<file path="src/sv/fcache_pkg.sv">
// ----------------------------------------------------------------------------
// fcache_pkg
// types and command codes shared by the keyed cache and its entry cells
// ----------------------------------------------------------------------------
package fcache_pkg;

  localparam logic [2:0] CMD_LOOKUP    = 3'd0;
  localparam logic [2:0] CMD_STORE     = 3'd1;
  localparam logic [2:0] CMD_INV_KEY   = 3'd2;
  localparam logic [2:0] CMD_INV_GRAPH = 3'd3;
  localparam logic [2:0] CMD_CLEAR     = 3'd4;

  typedef struct packed {
    logic [2:0]  command;
    logic [63:0] graph_hash;
    logic [63:0] dependency_hash;
    logic [63:0] include_hash;
    logic [63:0] combined_hash;
    logic [63:0] payload_in;
  } req_t;

  typedef struct packed {
    logic        hit;
    logic [63:0] payload_out;
    logic [4:0]  removed_count;
    logic [4:0]  entry_count;
    logic [31:0] eviction_total;
  } rsp_t;

  typedef struct packed {
    logic [63:0] graph_hash;
    logic [63:0] dependency_hash;
    logic [63:0] include_hash;
    logic [63:0] combined_hash;
    logic [63:0] payload;
  } entry_t;

  typedef struct packed {
    logic   valid;
    logic   mark;
    entry_t ent;
  } cell_st_t;

  typedef struct packed {
    logic shift;
    logic load;
    logic pay_we;
    logic mark_full;
    logic mark_graph;
    logic clear;
  } cell_ctl_t;

endpackage

</file>
<file path="src/sv/fcache_cell.sv">
// ----------------------------------------------------------------------------
// fcache_cell
// one table entry: key compare, mark for removal, shift from upper neighbor
// ----------------------------------------------------------------------------
module fcache_cell
  import fcache_pkg::*;
(
  input  logic      clk_i,
  input  logic      rst_ni,
  input  cell_ctl_t ctl_i,
  input  logic      carry_i,
  input  cell_st_t  nb_i,
  input  req_t      req_i,
  output logic      carry_o,
  output cell_st_t  st_o,
  output logic      hit_full_o,
  output logic      hit_graph_o
);

  logic   valid_q, valid_d;
  logic   mark_q, mark_d;
  entry_t ent_q, ent_d;
  logic   take;

  assign hit_graph_o = valid_q && (ent_q.graph_hash == req_i.graph_hash);
  assign hit_full_o  = hit_graph_o
                    && (ent_q.dependency_hash == req_i.dependency_hash)
                    && (ent_q.include_hash == req_i.include_hash)
                    && (ent_q.combined_hash == req_i.combined_hash);

  // shift chain: this cell and all above a marked cell move down one place
  assign take    = carry_i || (mark_q && valid_q);
  assign carry_o = take;
  assign st_o    = '{valid: valid_q, mark: mark_q, ent: ent_q};

  always_comb begin
    valid_d = valid_q;
    mark_d  = mark_q;
    ent_d   = ent_q;
    if (ctl_i.clear) begin
      valid_d = 1'b0;
      mark_d  = 1'b0;
    end else if (ctl_i.shift && take) begin
      valid_d = nb_i.valid;
      mark_d  = nb_i.mark;
      ent_d   = nb_i.ent;
    end else if (ctl_i.load) begin
      valid_d = 1'b1;
      mark_d  = 1'b0;
      ent_d   = '{graph_hash: req_i.graph_hash, dependency_hash: req_i.dependency_hash,
                  include_hash: req_i.include_hash, combined_hash: req_i.combined_hash,
                  payload: req_i.payload_in};
    end else if (ctl_i.mark_full) begin
      mark_d = hit_full_o;
    end else if (ctl_i.mark_graph) begin
      mark_d = hit_graph_o;
    end else if (ctl_i.pay_we && hit_full_o) begin
      ent_d.payload = req_i.payload_in;
    end
  end

  always_ff @(posedge clk_i or negedge rst_ni) begin
    if (!rst_ni) begin
      valid_q <= 1'b0;
      mark_q  <= 1'b0;
    end else begin
      valid_q <= valid_d;
      mark_q  <= mark_d;
    end
  end

  always_ff @(posedge clk_i) begin
    ent_q <= ent_d;
  end

endmodule

</file>
<file path="config.mk">
export PLATFORM = sky130hd
export DESIGN_NAME = fcache_cell
export DESIGN_NICKNAME = d
export VERILOG_FILES = /design/src/sv/fcache_pkg.sv /design/src/sv/fcache_cell.sv
export SDC_FILE = /design/constraint.sdc
export NUM_CORES = 1
export LEC_CHECK = 0
export BUFFER_PORTS_ARGS = -buffer_cell sky130_fd_sc_hd__buf_4
export CORE_AREA = 2 2 382 384
export CTS_CLUSTER_SIZE = 10
export DETAILED_ROUTE_END_ITERATION = 8
export DIE_AREA = 0 0 384 386
export MAX_ROUTING_LAYER = met4
export PLACE_DENSITY = 0.37
export SETUP_SLACK_MARGIN = 0.1
export SYNTH_ARGS = -nofsm -noshare
export SYNTH_HDL_FRONTEND = slang
export SYNTH_SLANG_ARGS = --single-unit
export TNS_END_PERCENT = 50
</file>
<file path="constraint.sdc">
create_clock -name clk_i -period 12.4 [get_ports clk_i]
set_clock_uncertainty 0.15 [all_clocks]
set_input_delay 0 -clock clk_i [delete_from_list [all_inputs] [get_ports clk_i]]
set_output_delay 0 -clock clk_i [all_outputs]
set_load 0.03 [all_outputs]
</file>
==> results of run 1 <==
## critical path: cells and delay by family (launching register included)
family | cells | cell delay [ns]
simple gates | 4 | 2.51
buf+inv | 1 | 0.73
compound gates | 1 | 0.48
flops | 1 | 0.42
xor+xnor | 1 | 0.17
## worst paths after layout
path,startpoint,endpoint,slack (ns),depth (start not counted)
min in group asynchronous,rst_ni,valid_q$_DFFE_PN0P_,0.21,3
max reg2reg,st_o[234]$_DFFE_PP_,st_o[61]$_DFFE_PP_,7.45,7
min,req_i[232],st_o[232]$_DFFE_PP_,0.06,4
max,st_o[234]$_DFFE_PP_,st_o[61]$_DFFE_PP_,7.45,7
max in group asynchronous,rst_ni,mark_q$_DFFE_PN0P_,11.76,3
min reg2reg,st_o[291]$_DFFE_PP_,st_o[0]$_DFFE_PP_,1.08,5
## kinds of logic after synthesis
| kind of cell | count (synthesis) | share of synthesized area |
|---|---|---|
| xor gates and xnor gates | 247 | 0.131 |
| and+or+nand+nor | 1064 | 0.258 |
| DFF | 322 | 0.584 |
| AOI/OAI and AO/OA | 16 | 0.00847 |
| buffers and inverters | 81 | 0.0193 |
## through the flow
| stage | total power (W) | hold WS, ns | setup slack (ns) | util |
|---|---|---|---|---|
| after CTS | 0.00376 | 0.0000243 | 7.17 | 0.253 |
| after global routing | 0.00385 | 0.0356 | 7.05 | 0.254 |
| final | 0.00368 | 0.0561 | 7.45 | 0.254 |
| after global placement | 0.00212 | -0.361 | 7.13 | 0.181 |
| after floorplan | 0.00168 | -0.446 | 4.01 | - |
| after detailed placement | 0.00212 | -0.359 | 7.17 | 0.181 |
## sequential cells by signal, indices dropped and copies added, names as in the netlist
name,cells
st_o,320
mark_q,1
valid_q,1
## power by group
part	internal (W)	switching (W)
Sequential	0.00129	0.0000496
Clock	0.000741	0.000583
Combinational	0.000520	0.000502
## cell type report
cell class,count,area share
timing repair buffer,1893,0.449
antenna,26,0.00177
multi-input combinational,1327,0.181
inverter,8,0.000818
sequential,322,0.263
tap,1917,0.0654
clock inverter,22,0.00280
clock buffer,64,0.0360
## what timing repair did
action,4_1_cts,5_1_grt
endpoints found under the hold margin,342,0
hold buffers,900,0
setup buffers,0,0
## layer usage
metal	vias up	GRT usage	share of wire
met5	-	-	0
met4	0	0.0346	0.020
met3	102	0.0302	0.051
met2	594	0.263	0.50
met1	9559	0.186	0.43
li1	9489	-	-
## layout by cell type (no fill, tap or decap), types with 8 or more instances in the layout
master,instances
nor4_1,45
xnor2_1,67
buf_4,992
edfxtp_1,320
clkbuf_16,49
nand4_1,31
dlygate4sd3_1,900
clkinv_2,8
diode_2,26
clkinv_1,12
nand2_1,953
inv_1,8
xor2_1,180
clkbuf_1,11
==> results.toml, run 1 <==
[timing]
rsz0062_at_grt = "false"
setup_tns_ns = 0
slew_headroom = 0.312
drv_slew = 0
timing.fmax_mhz = 202
setup_viol = 0
tightest_slew_ns = 1.02
layout_min_cycle_time_ns = 4.95
period_share = 0.399
hold_viol = 0

[logic_synthesis]
yosys_most_used_dff = "edfxtp_1"
syn_area_per_cell_sq_um = 9.57
synthCells = 1730
synth.cell_area_sq_mm = 0.0166
yosysWarnings = 0
synth_fp_nets = 2384
yosys.area.top_type = "edfxtp_1"
synth_cell_types = 36
synth-edff-count = 320
yosysMostFrequentCell = "nand2_1"
async_flop_share = 0.00621
yosys-top-cells-area = "edfxtp_1 58%, nand2_1 22%, xor2_1 9.5%"
ys_seq_area_frac = 0.584
ys_ff_latch = 322
yosysTopAreaCellShare = 0.581
ys_top_cells_by_count = "954 x nand2_1, 320 x edfxtp_1, 180 x xor2_1"

[setup_path]
critPathKind = "flip-flop to flip-flop"
cp-start-kind = "flip-flop"
path_max_fanout = 60
cpPeakStageDelay_ns = 0.87
cp.required_ns = 12.49
cp_slowest_cell = "nor4_2"
cp.arrival_ns = 5.04
crit_chain = "xor2_1 > nor4_1 > nand4_1 > nor4_2 > nand3b_1 > o32ai_4 > buf_4"
end_kind = "flip-flop"

[grt]
grt_use_total = 0.154
grt_overflow = 0
grt_pass1_vias = 20500
antenna_found_initial = 23
grt_max_degree = 117
grt_pass1_wl_microns = 156000

[clocking]
htree_levels = 2
cts_tree = "yes"
cts.repair.resized = 0
cts.reportedPaths.clkPinSlew_ns = 0.06
cts_buffer_depth = 3
cts_buffers = 47
clock_sinks = 322
cts_root_buf = "clkbuf_16"
worstSkewPairLatency_ns = 0.61

[detailed_routing]
detail_route.wl_per_cell_microns = 21.0
drt_pass1_iterations = 5
drt_iter0_markers = 918
via_count = 19700
drcViolationCount = 0
via_per_inst = 3.54
wirelength_microns = 117000
ant_nets = 0

[placement]
gp_congestion = 0.812
dp_cells = 4567
dp_hpwl_microns = 91400
placed_area_sq_mm = 0.0262
io_buffers = 975

[run_status]
status = "finished clean"

[floorplanning]
dieArea_sq_mm = 0.148
io-pin-count = 979
die_h_microns = 386
coreArea_sq_mm = 0.145
die_width_microns = 384
row_count = 140
initial_core_util = 0.115

[pwr]
power.leakage_nw = 16.3
p_per_area_mw_per_mm2 = 100
peakVddDrop_mv = 0.0853

[run]
cap_violations = 0

[finish]
drive_gt1_frac = 0.294
syn_to_final_growth_pct = 122
nets = 4253
fillers = 15700
seq_area_sq_mm = 0.00966
multi_input_area_sq_mm = 0.00664
final_area_sq_mm = 0.0367
final_cells = 5579

[hold_path]
hold_class = "input pin to flip-flop"
Power figures use the tool's default switching activity.
==> run 2: changes to the inputs <==
--- a/config.mk
+++ b/config.mk
@@ -5,13 +5,14 @@
 export SDC_FILE = /design/constraint.sdc
 export NUM_CORES = 1
 export LEC_CHECK = 0
+export ABC_AREA = 1
 export BUFFER_PORTS_ARGS = -buffer_cell sky130_fd_sc_hd__buf_4
-export CORE_AREA = 2 2 382 384
+export CORE_AREA = 2 2 376 378
 export CTS_CLUSTER_SIZE = 10
 export DETAILED_ROUTE_END_ITERATION = 8
-export DIE_AREA = 0 0 384 386
+export DIE_AREA = 0 0 378 380
 export MAX_ROUTING_LAYER = met4
-export PLACE_DENSITY = 0.37
+export PLACE_DENSITY = 0.39
 export SETUP_SLACK_MARGIN = 0.1
 export SYNTH_ARGS = -nofsm -noshare
 export SYNTH_HDL_FRONTEND = slang
==> constraint.sdc (replaced) <==
create_clock -name clk_i -period 4.95 [get_ports clk_i]
set_clock_uncertainty 0.15 [all_clocks]
set_input_delay 0 -clock clk_i [delete_from_list [all_inputs] [get_ports clk_i]]
set_output_delay 0 -clock clk_i [all_outputs]
set_load 0.03 [all_outputs]
==> results.toml, run 2 <==
[detailed_routing]
wirelength_microns = 137000
drt_pass1_iterations = 8
via_per_inst = 3.85
via_count = 24400
drcViolationCount = 0
ant_nets = 0
detail_route.wl_per_cell_microns = 21.7
drt_iter0_markers = 1262

[logic_synthesis]
async_flop_share = 0.00621
syn_area_per_cell_sq_um = 7.51
yosysTopAreaCellShare = 0.502
synthCells = 2548
ys_top_cells_by_count = "1219 x nand2_1, 320 x edfxtp_1, 314 x inv_1"
synth.cell_area_sq_mm = 0.0191
yosysMostFrequentCell = "nand2_1"
synth_cell_types = 37
ys_ff_latch = 322
synth-edff-count = 320
ys_seq_area_frac = 0.505
yosys_most_used_dff = "edfxtp_1"
yosysWarnings = 0
synth_fp_nets = 3202
yosys-top-cells-area = "edfxtp_1 50%, nand2_1 24%, inv_1 6.2%"
yosys.area.top_type = "edfxtp_1"

[hold_path]
min_to = "st_o[147]$_DFFE_PP_"
hold_class = "input pin to flip-flop"
min_from = "req_i[147]"
hold_path_depth = 4

[pwr]
p_comb_frac = 0.298
power.share.clock = 0.358
peakVddDrop_mv = 0.228
p_per_area_mw_per_mm2 = 249
power.switching_w = 0.00319
power.leakage_nw = 18.2
p_int_w = 0.00653
swShare = 0.328
p_seq_frac = 0.344

[placement]
dp_hpwl_microns = 111000
io_buffers = 975
gp_congestion = 0.907
dp_cells = 5349

[finish]
drive_gt1_frac = 0.248
syn_to_final_growth_pct = 104
final_cell_mix = "1218 x nand2_1, 993 x buf_4, 876 x dlygate4sd3_1"
fillers = 15300
final_cells = 6332
nets = 5053
largest_reg_flops = 320
multi_input_area_sq_mm = 0.00799
seq_area_sq_mm = 0.00966
layout_commonest_cell = "nand2_1"

[clocking]
cts.reportedPaths.clkPinSlew_ns = 0.06
cts_root_buf = "clkbuf_16"
cts.repair.resized = 0
htree_levels = 2
cts_buffers = 48
hold_buffers = 876
clock_sinks = 322
worstSkewPairLatency_ns = 0.65
cts_tree = "yes"
cts_buffer_depth = 3
postCtsSetupBuffers = 0

[setup_path]
cp-start-kind = "flip-flop"
path_max_fanout = 189
startpoint = "valid_q$_DFFE_PN0P_"
r2r_end = "mark_q$_DFFE_PN0P_"
cp.arrival_ns = 4.44
worst_r2r_path_depth = 10
r2r_slack_ns = 0.87
r2r_start = "valid_q$_DFFE_PN0P_"
cp.required_ns = 5.31
end_kind = "flip-flop"
critPathKind = "flip-flop to flip-flop"

[run]
cap_violations = 0

[grt]
grt_max_degree = 190
antenna_found_initial = 28
grt_overflow = 0
grt_pass1_vias = 24500
grt_use_total = 0.189
grt_pass1_wl_microns = 184000

[floorplanning]
coreArea_sq_mm = 0.139
io-pin-count = 979
dieArea_sq_mm = 0.144
initial_core_util = 0.138
die_h_microns = 380
die_width_microns = 378
row_count = 137

[timing]
slew_headroom = 0.138
period_share = 0.825
timing.fmax_mhz = 245
tightest_slew_ns = 1.27
hold_ws_ns = 0.0446
hold_viol = 0
setup_viol = 0
rsz0062_at_grt = "false"
drv_slew = 0
layout_min_cycle_time_ns = 4.08

[run_status]
status = "finished clean"
run 2: cell count changes after synthesis, sizes merged, moves of 26 or more:
cell	delta
inv	+313
nor2	+194
xor2	-141
nand3	+26
o21ai	+168
nand2	+269
clkbuf	-34
buf	+34
nor4	-43
run 2: cell families (layout without fill, tap and decap cells):
kind of cell | count (synthesis) | after routing | synth area share
AOI/OAI and AO/OA | 181 | 181 | 0.0479
and+or+nand+nor | 1543 | 1543 | 0.318
DFF | 322 | 322 | 0.505
xor gates and xnor gates | 106 | 106 | 0.0485
buffers and inverters | 396 | 2284 | 0.0805
other | 0 | 20 | 0
run 2: critical path, stage by stage, from the launching register on:
cell	delay, ns
dfrtp_1	0.42
a21o_4	0.18
nand2_8	0.22
inv_8	0.38
buf_12	0.58
nor3_1	0.08
dlygate4sd3_1	0.63
nand4_1	0.09
dlygate4sd3_1	0.56
nand2_1	0.05
dlygate4sd3_1	0.55
run 2: metrics by stage:
| step | total power, W | util | cell area [sq um] | TNS, ns | setup slack (ns) |
|---|---|---|---|---|---|
| final | 0.00973 | 0.281 | 39100 | 0 | 0.868 |
| after CTS | 0.00986 | 0.280 | 39000 | 0 | 0.771 |
| after floorplan | 0.00435 | - | 19200 | -74.72 | -0.239 |
| after global placement | 0.00563 | 0.207 | 28800 | 0 | 1.03 |
| after global routing | 0.0101 | 0.281 | 39100 | 0 | 0.564 |
| after detailed placement | 0.00564 | 0.207 | 28800 | 0 | 1.03 |
run 2: final cells by class:
type / instances / share of cell area
multi-input combinational: 1830 / 0.205
inverter: 323 / 0.0312
clock buffer: 58 / 0.0320
timing repair buffer: 1874 / 0.418
sequential: 322 / 0.247
clock inverter: 29 / 0.00618
antenna: 20 / 0.00128
tap: 1876 / 0.0601
run 2: power groups by stage:
stage               logic (W)  clock network [W]  registers [W]
CTS                   0.00291            0.00360        0.00335
global placement      0.00223                  0        0.00340
detailed placement    0.00224                  0        0.00340
finish                0.00289            0.00348        0.00335
floorplan            0.000637                  0        0.00371
global route          0.00310            0.00367        0.00337
run 2: how the worst max path moves through the flow:
stage | endpoint | slack, ns | depth (start not counted)
global placement | st_o[63]$_DFFE_PP_ | 1.03 | 10
finish | mark_q$_DFFE_PN0P_ | 0.87 | 10
CTS | mark_q$_DFFE_PN0P_ | 0.77 | 10
floorplan | st_o[100]$_DFFE_PP_ | -0.24 | 6
global route | mark_q$_DFFE_PN0P_ | 0.56 | 10
detailed placement | st_o[62]$_DFFE_PP_ | 1.03 | 13
run 2: per-layer routing:
layer	track usage	wire, microns	vias up
met5	-	0	-
met4	0.0475	3370	0
met3	0.0392	8860	123
met2	0.312	65800	841
met1	0.233	59100	11700
li1	-	-	11700
